### config.mk
export PLATFORM = sky130hd
export DESIGN_NAME = mpc_position
export DESIGN_NICKNAME = d
export VERILOG_FILES = /design/src/mpc_pkg.sv /design/src/mpc_position.sv
export SDC_FILE = /design/constraint.sdc
export NUM_CORES = 1
export LEC_CHECK = 0
export ABC_CLOCK_PERIOD_IN_PS = 5680
export BUFFER_PORTS_ARGS = -buffer_cell sky130_fd_sc_hd__buf_2
export CAP_MARGIN = 20
export CORE_MARGIN = 8
export CORE_UTILIZATION = 30
export DETAILED_ROUTE_END_ITERATION = 16
export PLACE_DENSITY_LB_ADDON = 0.05
export SYNTH_ARGS = -nofsm -noshare
export SYNTH_HDL_FRONTEND = slang
export SYNTH_SLANG_ARGS = --single-unit
### constraint.sdc
create_clock -name clk -period 5.68 [get_ports clk]
set_clock_uncertainty 0.1 [all_clocks]
set_input_delay 1.136 -clock clk [delete_from_list [all_inputs] [get_ports clk]]
set_output_delay 1.136 -clock clk [all_outputs]
set_load 0.01 [all_outputs]
### src/mpc_pkg.sv
package mpc_pkg;

    // sizes
    localparam int MAX_WIDTH = 2048;
    localparam int COL_W     = $clog2(MAX_WIDTH);
    localparam int LW_W      = 12;
    localparam int PIX_W     = 8;
    localparam int SAMPLE_W  = 9;
    localparam int ADDR_W    = 3;
    localparam int DATA_W    = 32;

    // configuration register indexes
    typedef enum logic [0:0] {
        REG_MODE       = 1'b0,
        REG_LINE_WIDTH = 1'b1
    } cfg_reg_t;

    // codec direction
    typedef enum logic [0:0] {
        MODE_ENCODE = 1'b0,
        MODE_DECODE = 1'b1
    } mode_t;

    typedef struct packed {
        logic signed [SAMPLE_W-1:0] sample;
        logic                       plane_start;
    } in_item_t;

    typedef struct packed {
        logic signed [SAMPLE_W-1:0] value;
        logic                       row_end;
    } out_item_t;

    // position of one sample within its plane
    typedef struct packed {
        logic [COL_W-1:0] col;
        logic             top;
        logic             last;
    } pos_t;

endpackage

### src/mpc_position.sv
module mpc_position (
    input  logic                       clk,
    input  logic                       rst_n,
    input  logic                       advance,
    input  logic                       plane_start,
    input  logic [mpc_pkg::LW_W-1:0]   line_width,
    output mpc_pkg::pos_t              pos
);
    import mpc_pkg::*;

    logic [COL_W-1:0] column_pos_reg;
    logic [COL_W-1:0] column_pos_next;
    logic             on_top_row_reg;
    logic             on_top_row_next;
    logic [LW_W-1:0]  width_eff;
    logic [COL_W-1:0] col_cur;
    logic             top_cur;
    logic [LW_W-1:0]  col_plus_one;
    logic             last_cur;

    // clamp row width into 1..MAX_WIDTH
    always_comb
    begin
        if (line_width == '0)
        begin
            width_eff = LW_W'(1);
        end
        else if (line_width > LW_W'(MAX_WIDTH))
        begin
            width_eff = LW_W'(MAX_WIDTH);
        end
        else
        begin
            width_eff = line_width;
        end
    end

    // position of the offered sample, plane start restarts at top-left
    always_comb
    begin
        col_cur      = plane_start ? '0 : column_pos_reg;
        top_cur      = plane_start ? 1'b1 : on_top_row_reg;
        col_plus_one = LW_W'(col_cur) + LW_W'(1);
        last_cur     = (col_plus_one >= width_eff);
    end

    assign pos = '{col: col_cur, top: top_cur, last: last_cur};

    // next position
    always_comb
    begin
        column_pos_next = column_pos_reg;
        on_top_row_next = on_top_row_reg;
        if (advance)
        begin
            if (last_cur)
            begin
                column_pos_next = '0;
                on_top_row_next = 1'b0;
            end
            else
            begin
                column_pos_next = col_plus_one[COL_W-1:0];
                on_top_row_next = top_cur;
            end
        end
    end

    always_ff @(posedge clk or negedge rst_n)
    begin
        if (!rst_n)
        begin
            column_pos_reg <= '0;
            on_top_row_reg <= 1'b1;
        end
        else
        begin
            column_pos_reg <= column_pos_next;
            on_top_row_reg <= on_top_row_next;
        end
    end

endmodule

==> run_results.csv <==
group,metric,value,unit
status,status,"finished, final reports clean",
clocking,clock_sinks,12,
floorplan,initial_core_util,31.03,%
power_and_ir_drop,p_switching,0.00006724,W
floorplan,chipHeight,77.54,um
critical_path,path_max_fanout,17,
timing,drv_slew,0,
hold_path,worstHoldPathCells,2,
synthesis,yosys_warnings,0,
route,drt_iter0_markers,39,
clocking,clock-root-buffer,"clkbuf_8",
finish,largest_reg_flops,11,
placed_design,dp_slack,0.4907,ns
placed_design,io_buffers,28,
route,via_count,991,
synthesis,async_flop_share,100.0,%
power_and_ir_drop,power.density,169.9,mW/mm^2
timing,rsz0062_at_grt,"no",
critical_path,worstPathRequired,4.44,ns
floorplan,die-area,0.006012,mm^2
critical_path,r2r_start,"column_pos_reg[0]",
global_routing,grt_first_pass_wirelength,4802,um
critical_path,crit_type,"input port to output pin",
synthesis,synth_ff_type,"dfrtp_1",
hold_path,min_from,"on_top_row_reg",
floorplan,die_w,77.54,um
clocking,post_cts_buffers,0,
critical_path,critPathBufInv,3,
finish,n_antenna_cell,0,
timing,clock.fmax,192.0,MHz
timing,postLayoutSetupSlackWorst,0.4725,ns
clocking,numCtsBuffers,3,
job,max_cap_viol_count,0,
critical_path,r2r_setup_slack,2.50,ns
global_routing,first_global_vias,1004,
synthesis,synth_area_per_cell,8.354,um^2
power_and_ir_drop,leakagePower,0.7325,nW
clocking,clk_pin_slew,0.05,ns
synthesis,ys_seq_area_share,26.54,%
timing,setup_tns,0,ns
finish,final_nets,191,
critical_path,worstPathArrival,3.97,ns
global_routing,grt_max_degree,25,
floorplan,ios,29,
global_routing,antenna_found_initial,0,
placed_design,hpwl,2402,um
synthesis,ys_ff_latch,12,
timing,finalHoldViolations,0,
placed_design,routabilityCongestion,0.7935,
hold_path,hold_path.class,"flip-flop to flip-flop",
global_routing,gr-total-overflow,0,
critical_path,critical_path.reg2reg.endpoint,"on_top_row_reg",
power_and_ir_drop,pwr-share-clk,36.7,%
critical_path,cp_top_family,"simple AND/OR/NAND/NOR gates",
timing,maxSlewHeadroom,67.31,%
clocking,cts_resized,0,
critical_path,endpoint_kind,"output pin",
route,wl,2876,um
critical_path,crit_chain,"buf_2, nor2_1, ha_1, nand3_1, nor4_1, xor2_1, ha_1, nand4_1, nor2_1, or3_1, a221oi_2, inv_2, buf_2",
critical_path,cp-start-kind,"input port",
finish,fill_cells,409,
clocking,cts_buffer_depth,2,
power_and_ir_drop,intPower,0.0001604,W
timing,setup_viol,0,
finish,finish.utilization,36.60,%
finish,layout-drive-gt1-share,29.19,%
critical_path,reg2reg_depth,13,
power_and_ir_drop,vdd_drop_max,109.9,uV
route,drc,0,
clocking,cts_max_level,1,
synthesis,synthesis.area,0.001136,mm^2
route,ant_nets,0,
timing,post-route-period-util,91.68,%
finish,fin_cells,209,
global_routing,grtUsageTotal,9.595,%
hold_path,hold_end,"on_top_row_reg",
floorplan,num_rows,22,
power_and_ir_drop,seq_power_share,41.0,%
clocking,cts_hold_buf,0,
placed_design,placed_cells,205,
route,firstDrtPassIters,4,
critical_path,slowest_delay,0.35,ns
clocking,clk_latency,0.24,ns
route,viasPerCell,4.742,
power_and_ir_drop,sw_frac_of_total,29.54,%
clocking,cts_tree,"built",
synthesis,synthCells,136,
finish,syn_to_final_growth,17.95,%
floorplan,coreArea,0.003661,mm^2
critical_path,crit_path_top_delay_cell,"or3_1",
synthesis,synth_nets,165,
timing,tightest_slew,0.4903,ns
power_and_ir_drop,comb_power_share,22.3,%
route,wl_per_cell,13.76,um
synthesis,ys_types,35,
synthesis,synth-edff-count,0,
timing,fin_crit,5.208,ns
-- area by class of cell --
cell class	instances	area (um^2)	area share, %
Multi-Input combinational cell	102	737.0	55.00
Sequential cell	12	301.5	22.50
Timing Repair Buffer	28	140.1	10.46
Inverter	15	56.30	4.202
Tap cell	48	60.06	4.482
Clock buffer	4	45.04	3.361
-- tightest hold or removal path: cells and delay by family (launching register included) --
kind	cells	cell delay, ns
flip-flops	1	0.36
AO/OA/AOI/OAI	2	0.15
-- layout by cell type, fill, tap and decap left out, drive strengths merged, types with 5 or more instances in the layout --
| master | count |
|---|---|
| nor2 | 15 |
| nand2 | 21 |
| o22ai | 10 |
| inv | 15 |
| dfrtp | 11 |
| buf | 28 |
| xor2 | 5 |
| ha | 13 |
-- synth_stat cells, types with 2 or more instances --
| cell | instances | area, um^2 |
|---|---|---|
| and3_1 | 2 | 12.51 |
| dfrtp_1 | 11 | 275.3 |
| a21o_1 | 2 | 15.01 |
| a21oi_1 | 4 | 20.02 |
| nor2_1 | 15 | 56.30 |
| clkbuf_1 | 3 | 11.26 |
| nand2_1 | 21 | 78.83 |
| nand3_1 | 3 | 15.01 |
| inv_1 | 14 | 52.55 |
| xnor2_1 | 4 | 35.03 |
| buf_4 | 2 | 15.01 |
| nand2b_1 | 3 | 18.77 |
| o21ai_0 | 2 | 10.01 |
| o22ai_2 | 9 | 112.6 |
| nor3_1 | 2 | 10.01 |
| nor4_1 | 4 | 25.02 |
| ha_1 | 13 | 162.7 |
| xor2_1 | 5 | 43.79 |
-- stage by stage --
stage / cell area, um^2 / power [W] / hold WS (ns)
final: 1340 / 0.0002276 / 0.4167
after global routing: 1340 / 0.0002412 / 0.4442
after CTS: 1340 / 0.0002318 / 0.4214
after detailed placement: 1295 / 0.0001466 / 0.4108
after global placement: 1295 / 0.0001466 / 0.4211
after floorplan: 1136 / 0.0001289 / 0.3944
-- per-layer routing --
layer	share of wire, %	up-vias	global-route usage [%]
met4	0	0	0.5660
met5	0	-	0
met3	5.1	0	3.571
li1	-	513	-
met1	46	459	11.37
met2	49	19	16.76
-- power groups by stage --
stage	logic, W	clock network [W]	registers, W
after detailed placement	0.0000516	0	0.0000949
after global placement	0.0000517	0	0.0000949
final	0.0000507	0.0000836	0.0000933
after floorplan	0.0000349	0	0.0000939
after CTS	0.0000519	0.0000865	0.0000934
after global routing	0.0000580	0.0000893	0.0000939
-- worst max path at each step --
| stage | start | cells after the start | slack, ns | to |
|---|---|---|---|---|
| after CTS | plane_start | 13 | 0.47 | pos[0] |
| after floorplan | plane_start | 14 | 0.70 | pos[0] |
| after detailed placement | plane_start | 13 | 0.49 | pos[0] |
| after global placement | plane_start | 13 | 0.62 | pos[0] |
| final | plane_start | 13 | 0.47 | pos[0] |
| after global routing | plane_start | 13 | 0.23 | pos[0] |
-- cell families (layout without fill, tap and decap cells) --
kind of cell,after synthesis,after routing,synth area share [%]
DFF,12,12,26.54
buffers and inverters,22,47,8.589
adders and majority gates,13,13,14.32
AOI/OAI and AO/OA,23,23,18.39
xor gates and xnor gates,9,9,6.938
and+or+nand+nor,57,57,25.22
Note: power is estimated with default switching activity, not from simulation.
