`src/mpc_pkg.sv`:
```
package mpc_pkg;

    // sizes
    localparam int MAX_WIDTH = 2048;
    localparam int COL_W     = $clog2(MAX_WIDTH);
    localparam int LW_W      = 12;
    localparam int PIX_W     = 8;
    localparam int SAMPLE_W  = 9;
    localparam int ADDR_W    = 3;
    localparam int DATA_W    = 32;

    // configuration register indexes
    typedef enum logic [0:0] {
        REG_MODE       = 1'b0,
        REG_LINE_WIDTH = 1'b1
    } cfg_reg_t;

    // codec direction
    typedef enum logic [0:0] {
        MODE_ENCODE = 1'b0,
        MODE_DECODE = 1'b1
    } mode_t;

    typedef struct packed {
        logic signed [SAMPLE_W-1:0] sample;
        logic                       plane_start;
    } in_item_t;

    typedef struct packed {
        logic signed [SAMPLE_W-1:0] value;
        logic                       row_end;
    } out_item_t;

    // position of one sample within its plane
    typedef struct packed {
        logic [COL_W-1:0] col;
        logic             top;
        logic             last;
    } pos_t;

endpackage

```
`src/mpc_med_unit.sv`:
```
module mpc_med_unit (
    input  mpc_pkg::mode_t                      mode,
    input  logic signed [mpc_pkg::SAMPLE_W-1:0] sample,
    input  logic [mpc_pkg::PIX_W-1:0]           a,
    input  logic [mpc_pkg::PIX_W-1:0]           b,
    input  logic [mpc_pkg::PIX_W-1:0]           c,
    output logic [mpc_pkg::PIX_W-1:0]           pixel,
    output logic signed [mpc_pkg::SAMPLE_W-1:0] value
);
    import mpc_pkg::*;

    logic [PIX_W-1:0] lo;
    logic [PIX_W-1:0] hi;
    logic [PIX_W:0]   grad;
    logic [PIX_W-1:0] pred;

    // median edge detector
    always_comb
    begin
        lo   = (a < b) ? a : b;
        hi   = (a < b) ? b : a;
        grad = {1'b0, a} + {1'b0, b} - {1'b0, c};
        if (c >= hi)
        begin
            pred = lo;
        end
        else if (c <= lo)
        begin
            pred = hi;
        end
        else
        begin
            pred = grad[PIX_W-1:0];
        end
    end

    // residual or reconstruction, 8-bit wrap on decode
    always_comb
    begin
        case (mode)
            MODE_DECODE:
            begin
                pixel = pred + sample[PIX_W-1:0];
                value = SAMPLE_W'({1'b0, pixel});
            end
            default:
            begin
                pixel = sample[PIX_W-1:0];
                value = SAMPLE_W'({1'b0, pixel}) - SAMPLE_W'({1'b0, pred});
            end
        endcase
    end

endmodule

```
`config.mk`:
```
export PLATFORM = sky130hd
export DESIGN_NAME = mpc_med_unit
export DESIGN_NICKNAME = d
export VERILOG_FILES = /design/src/mpc_pkg.sv /design/src/mpc_med_unit.sv
export SDC_FILE = /design/constraint.sdc
export NUM_CORES = 1
export LEC_CHECK = 0
export ABC_AREA = 1
export BUFFER_PORTS_ARGS = -buffer_cell sky130_fd_sc_hd__buf_2
export CAP_MARGIN = 5
export CORE_MARGIN = 5
export CORE_UTILIZATION = 41
export DETAILED_ROUTE_END_ITERATION = 8
export PLACE_DENSITY = 0.65
export SYNTH_ARGS = -nofsm -noshare
export SYNTH_HDL_FRONTEND = slang
export SYNTH_SLANG_ARGS = --single-unit
```
`constraint.sdc`:
```
create_clock -name vclk -period 5.8
set_clock_uncertainty 0.1 [all_clocks]
set_input_delay 1.16 -clock vclk [all_inputs]
set_output_delay 1.16 -clock vclk [all_outputs]
set_load 0.05 [all_outputs]
```
==> results.toml, run 1 <==
[critical_path]
critPathKind = "input pin to output port"
cp_slowest_cell = "ha_4"
crit_top_cell = "nand2_2"
slowest_delay_ps = 340
endpoint_kind = "output port"
crit_buf_inv = 10
arrival_ps = 5260
crit_fanout = 6
path_depth = 35
start_kind = "input pin"
crit_required_ps = 4540
crit_family = "simple AND/OR/NAND/NOR gates"

[global_routing]
antenna_found_initial = 0
grt_max_degree = 18
grt_usage_pct = 22.8
grt_first_pass_wirelength_mm = 14.5
overflow = 0
grt_pass1_vias = 3359

[floorplan]
start_util_pct = 42.9
core-area_um2 = 5610
die-width_um = 86.6
ioPinCount = 51
fp.dieH_um = 86.6
placementRows = 27
die_area_um2 = 7500

[outcome]
status = "finished with violations"
violations = "negative setup slack"

[sta]
setup_viol = 15
fin_tns_setup_ps = -8770
maxSlewHeadroom_pct = 62.9
final.min_clock_period_ps = 6520
max_slew.worst_pin.slew_ps = 553
rsz0062_at_grt = "true"
slew_viol_final = 0
hold_violations = 0
fin_ws_ps = -719
period_share_pct = 112
fmax_ghz = 0.153

[final_layout]
multi_input_area_um2 = 2970
antennaDiodeCount = 0
clock_buffers = 0
drive_gt1_share_pct = 61.5
flops_and_latches = 0
area_delta_synth_final_pct = 101
layout.nets = 679
ff_latch_area_um2 = 0
stdcell_area_um2 = 4840
fillers = 276
fin_util_pct = 86.3

[place]
place_area_um2 = 3620
port_buffers = 50
place.gp.congestion = 0.844
place_hpwl_mm = 6.21

[logic_synthesis]
yosysTopAreaCellShare_pct = 24.5
synth.area.top_cells = "ha_1 (24%), nand2_1 (22%), inv_1 (9.8%)"
synth_seq_area_share_pct = 0
yosysMostFrequentCell = "nand2_1"
netlist_area_um2 = 2400
synth.avg_cell_area_um2 = 5.87
ys_warn_count = 0
synth_commonest_cells = "nand2_1 (141), inv_1 (63), ha_1 (47), nand3_1 (36), a21oi_1 (26)"
syn-num-nets = 500
synth_area_leader_cell = "ha_1"
synth_cell_type_count = 31
synthCells = 410

[flow_run]
maxCapViolCount = 0

[cts]
ctsHoldBuffers = 0

[detailed_routing]
vias_per_cell = 5.47
wl_per_cell_um = 17.6
drc = 0
drt-total-wl_mm = 11.6
num_vias = 3608
dr.first_iter.drc_count = 204
antenna_left = 0
first_pass_iters = 5

[power]
powerDensity_nw_per_um2 = 344
ir_drop_v = 0.000354
p_leak_nw = 2.54

[worst_hold_path]
hold_class = "input pin to output port"
hold_depth = 4
## cells in the final DEF (no fill, tap or decap), types with 2 or more instances in the layout
master / count
buf_4: 120
nand2_1: 87
nand2_2: 49
inv_1: 46
buf_2: 33
ha_1: 24
ha_4: 22
nand3_1: 19
buf_6: 19
inv_2: 16
nand2_4: 14
a21oi_2: 13
nand3_2: 12
a21oi_1: 11
buf_8: 10
o21ai_4: 9
o21ai_2: 8
nor2_1: 8
nand4_1: 7
nand3_4: 7
fa_1: 7
inv_4: 6
xor2_1: 4
nor2_4: 3
xnor2_1: 3
nor2_2: 2
o21a_1: 2
and2_1: 2
a21oi_4: 2
fa_2: 2
buf_12: 2
## area by class of cell
type | instances | share of cell area, %
timing repair buffer | 185 | 30.9
multi-input combinational | 332 | 61.4
inverter | 70 | 5.82
tap | 72 | 1.86
## final timing paths
check             startpoint       end
hold / removal     sample[7]  pixel[7]
setup / recovery        b[2]  value[6]
## tightest hold or removal path, cell delays in order
cell and delay [ps]:
buf_2 90, nand2_1 60, nand2_2 70, buf_8 140
## timing repair
action | 4_1_cts | 5_1_grt
endpoints found under the setup margin | 15 | 15
cloned | 1 | 0
buffers inserted | 31 | 19
pin swaps | 38 | 65
gates resized for setup | 101 | 107
## metal layers
metal | track usage, % | wire (um) | vias up
met5 | 0 | 0 | -
met4 | 3.68 | 650 | 0
met3 | 1.71 | 686 | 56
met2 | 43.1 | 5960 | 180
met1 | 28.4 | 4270 | 1700
li1 | - | - | 1672
## kinds of logic (layout without fill, tap and decap cells)
family          Yosys count  count (layout)  share of synthesized area [%]
compound gates           53              53                           13.1
xor+xnor                  9               9                           3.28
fa+ha+maj                56              56                           31.9
buf+inv                  78             255                           13.2
simple gates            214             214                           38.4
## power by group
part	internal [mW]	switching [mW]
combinational	0.732	0.932
sequential	0	0
clock	0	0
## per-stage QoR
step | total power [mW] | hold slack, ps | setup WS [ps] | std cells
floorplan | 0.727 | 2420 | -88.1 | 410
global placement | 1.04 | 2640 | -604 | 616
detailed placement | 1.06 | 2640 | -662 | 616
CTS | 1.31 | 2580 | -417 | 647
global route | 1.76 | 2610 | -936 | 659
finish | 1.66 | 2570 | -719 | 659
(Power assumes the default switching activity.)
==> run 2, diff against run 1 <==
- MAX_ROUTING_LAYER: unset -> met4
==> results.toml, run 2 (synthesized netlist as in run 1, its figures left out) <==
[outcome]
status = "finished with violations"
violations = "negative setup slack"

[final_layout]
final_common_cell = "buf_4"
area_delta_synth_final_pct = 101
drive_gt1_share_pct = 61.5
clock_buffers = 0
antennaDiodeCount = 0
layout_common_cells = "buf_4 (120), nand2_1 (87), nand2_2 (49)"
flops_and_latches = 0
ff_latch_area_um2 = 0
layout.nets = 679

[sta]
hold_violations = 0
max_slew.worst_pin.slew_ps = 556
rsz0062_at_grt = "true"
holdWs_ps = 2570
fmax_ghz = 0.154
period_share_pct = 112
setup_viol = 15
fin_ws_ps = -708
slew_viol_final = 0
maxSlewHeadroom_pct = 62.7
final.min_clock_period_ps = 6510

[critical_path]
cp_slowest_cell = "ha_4"
crit_top_cell = "nand2_2"
arrival_ps = 5250
crit_required_ps = 4540
endpoint_kind = "output port"
crit_fanout = 6
crit_buf_inv = 9
start_kind = "input pin"
crit_family = "simple AND/OR/NAND/NOR gates"
slowest_delay_ps = 300
critPathKind = "input pin to output port"

[global_routing]
grt_usage_pct = 23.5
antenna_found_initial = 0
overflow = 0
grt_max_degree = 18
grt_pass1_vias = 3359
grt_first_pass_wirelength_mm = 14.5

[power]
total_power_mw = 1.66
ir_drop_v = 0.000354
powerDensity_nw_per_um2 = 344
p_leak_nw = 2.54

[floorplan]
core-area_um2 = 5610
start_util_pct = 42.9
ioPinCount = 51
die-width_um = 86.6
placementRows = 27
die_area_um2 = 7500
fp.dieH_um = 86.6

[detailed_routing]
num_vias = 3652
drc = 0
dr.first_iter.drc_count = 312
vias_per_cell = 5.54
drt-total-wl_mm = 11.6
wl_per_cell_um = 17.6
antenna_left = 0
first_pass_iters = 5

[place]
port_buffers = 50
place.gp.congestion = 0.858
place_hpwl_mm = 6.21

[cts]
ctsHoldBuffers = 0

[flow_run]
maxCapViolCount = 0

[worst_hold_path]
hold_class = "input pin to output port"
run 2: cell counts in the layout (fill, tap and decap cells not counted):
Identical to the previous run, type by type.
run 2: worst min-delay path: stages:
cell and delay [ps]:
buf_2 90, nand2_1 60, nand2_2 70, buf_8 140
run 2: report_power, final:
| part | internal, mW | total [mW] | leakage (nW) | switching, mW |
|---|---|---|---|---|
| Sequential | 0 | 0 | 0 | 0 |
| Clock | 0 | 0 | 0 | 0 |
| Combinational | 0.732 | 1.66 | 2.54 | 0.932 |
run 2: per-stage QoR:
stage | TNS (ps) | utilization, % | std cells | setup WS, ps | instance area (um^2)
global placement | -6080 | 64.6 | 616 | -604 | 3620
finish | -8420 | 86.3 | 659 | -708 | 4840
detailed placement | -7280 | 64.6 | 616 | -662 | 3620
floorplan | -252 | - | 410 | -88.1 | 2630
CTS | -3930 | 76.2 | 647 | -417 | 4270
global route | -11250 | 86.3 | 659 | -924 | 4840
run 2: area by class of cell:
type,count,area (um^2)
fillers,276,767
inverters,70,282
multi-input cells,332,2970
well taps,72,90.1
repair buffers,185,1500
run 2: what timing repair did:
| item | CTS | global route |
|---|---|---|
| pin swaps | 38 | 65 |
| buffers inserted | 31 | 19 |
| gates resized for setup | 101 | 107 |
| gates cloned | 1 | 0 |
| endpoints found under the setup margin | 15 | 15 |
run 2: path summary, 6_finish.rpt:
check,start,endpoint,slack (ps),depth (start not counted)
worst max-delay path,b[2],pixel[6],-710,35
worst min-delay path,sample[7],pixel[7],2570,4
run 2: layer usage:
metal | track usage (%) | wire length, um
met5 | - | 0
met4 | 3.68 | 680
met3 | 1.62 | 774
met2 | 43.1 | 5930
met1 | 28.5 | 4200
==> run 3, diff against run 2 <==
==> constraint.sdc (replaced) <==
create_clock -name vclk -period 5.8
set_clock_uncertainty 0.1 [all_clocks]
set_input_delay 1.16 -clock vclk [all_inputs]
set_output_delay 1.16 -clock vclk [all_outputs]
set_load 0.02 [all_outputs]
==> results.toml, run 3 (synthesized netlist as in run 1, its figures left out) <==
[outcome]
status = "finished with violations"
violations = "negative setup slack"

[flow_run]
maxCapViolCount = 0

[sta]
fin_ws_ps = -621
max_slew.worst_pin.slew_ps = 476
final.min_clock_period_ps = 6420
hold_violations = 0
slew_viol_final = 0
holdWs_ps = 2570
rsz0062_at_grt = "true"
setup_viol = 13
maxSlewHeadroom_pct = 68.1
fmax_ghz = 0.156
period_share_pct = 111

[final_layout]
ff_latch_area_um2 = 0
clock_buffers = 0
layout_common_cells = "buf_4 (117), nand2_1 (99), inv_1 (45)"
layout.nets = 672
antennaDiodeCount = 0
drive_gt1_share_pct = 56.0
final_common_cell = "buf_4"
fin_cells = 652
flops_and_latches = 0
area_delta_synth_final_pct = 92.5

[detailed_routing]
num_vias = 3526
vias_per_cell = 5.41
first_pass_iters = 5
antenna_left = 0
drc = 0
drt-total-wl_mm = 11.1
dr.first_iter.drc_count = 245
wl_per_cell_um = 17.0

[critical_path]
endpoint_kind = "output port"
crit_buf_inv = 11
arrival_ps = 5160
critPathKind = "input pin to output port"
start_kind = "input pin"
crit_family = "buffers and inverters"
crit_required_ps = 4540
cp_slowest_cell = "ha_4"
crit_fanout = 13
crit_top_cell = "buf_4"
slowest_delay_ps = 370

[place]
place_hpwl_mm = 5.90
place_inst = 610
port_buffers = 50
place.gp.congestion = 0.916

[floorplan]
fp.dieH_um = 86.6
placementRows = 27
core-area_um2 = 5610
die-width_um = 86.6
die_area_um2 = 7500
start_util_pct = 42.9
ioPinCount = 51

[power]
powerDensity_nw_per_um2 = 297
total_power_mw = 1.38
ir_drop_v = 0.000255
p_leak_nw = 2.45

[global_routing]
grt_max_degree = 18
antenna_found_initial = 0
grt_pass1_vias = 3383
overflow = 0
grt_usage_pct = 23.5
grt_first_pass_wirelength_mm = 14.4

[cts]
ctsHoldBuffers = 0

[worst_hold_path]
hold_class = "input pin to output port"
run 3: cell types whose count changed in the layout (fill, tap and decap cells not counted), moves of 4 or more:
| cell | previous run | this run |
|---|---|---|
| buf_8 | 10 | 4 |
| buf_6 | 19 | 25 |
| buf_2 | 33 | 28 |
| o21ai_1 | 1 | 6 |
| o21ai_4 | 9 | 5 |
| a21oi_2 | 13 | 7 |
| nand2_1 | 87 | 99 |
| a21oi_1 | 11 | 16 |
| nand2_2 | 49 | 39 |
run 3: worst paths after layout:
check,startpoint,cells after the start,slack [ps],to
worst max-delay path,b[5],30,-620,value[4]
worst min-delay path,sample[7],4,2570,pixel[7]
run 3: through the flow:
stage	utilization (%)	setup TNS, ps	worst slack (ps)	cell area, um^2
2_1_floorplan	-	0	1.01	2450
3_5_place_dp	60.4	-4640	-498	3390
3_3_place_gp	60.4	-3760	-434	3390
5_1_grt	82.6	-7490	-733	4630
4_1_cts	72.9	-1840	-311	4090
6_report	82.6	-5530	-621	4630
run 3: repair_timing:
item / in CTS / in global routing
gates cloned: 1 / 1
gates resized for setup: 118 / 96
pin swaps: 58 / 59
buffers inserted: 26 / 16
endpoints found under the setup margin: 15 / 15
run 3: area by class of cell:
type	instances	area, um^2
well taps	72	90.1
inverters	70	293
repair buffers	176	1400
multi-input cells	334	2850
fillers	329	978
run 3: layer usage:
| layer | up-vias | track usage [%] | part of all wire (%) |
|---|---|---|---|
| met5 | - | - | 0 |
| met4 | 0 | 5.38 | 5.2 |
| met3 | 60 | 1.14 | 5.2 |
| met2 | 166 | 45.1 | 51 |
| met1 | 1645 | 26.5 | 39 |
| li1 | 1655 | - | - |
run 3: power breakdown:
group | internal (mW) | total (mW) | switching, mW
clock | 0 | 0 | 0
sequential | 0 | 0 | 0
combinational | 0.647 | 1.38 | 0.728
total | 0.647 | 1.38 | 0.728
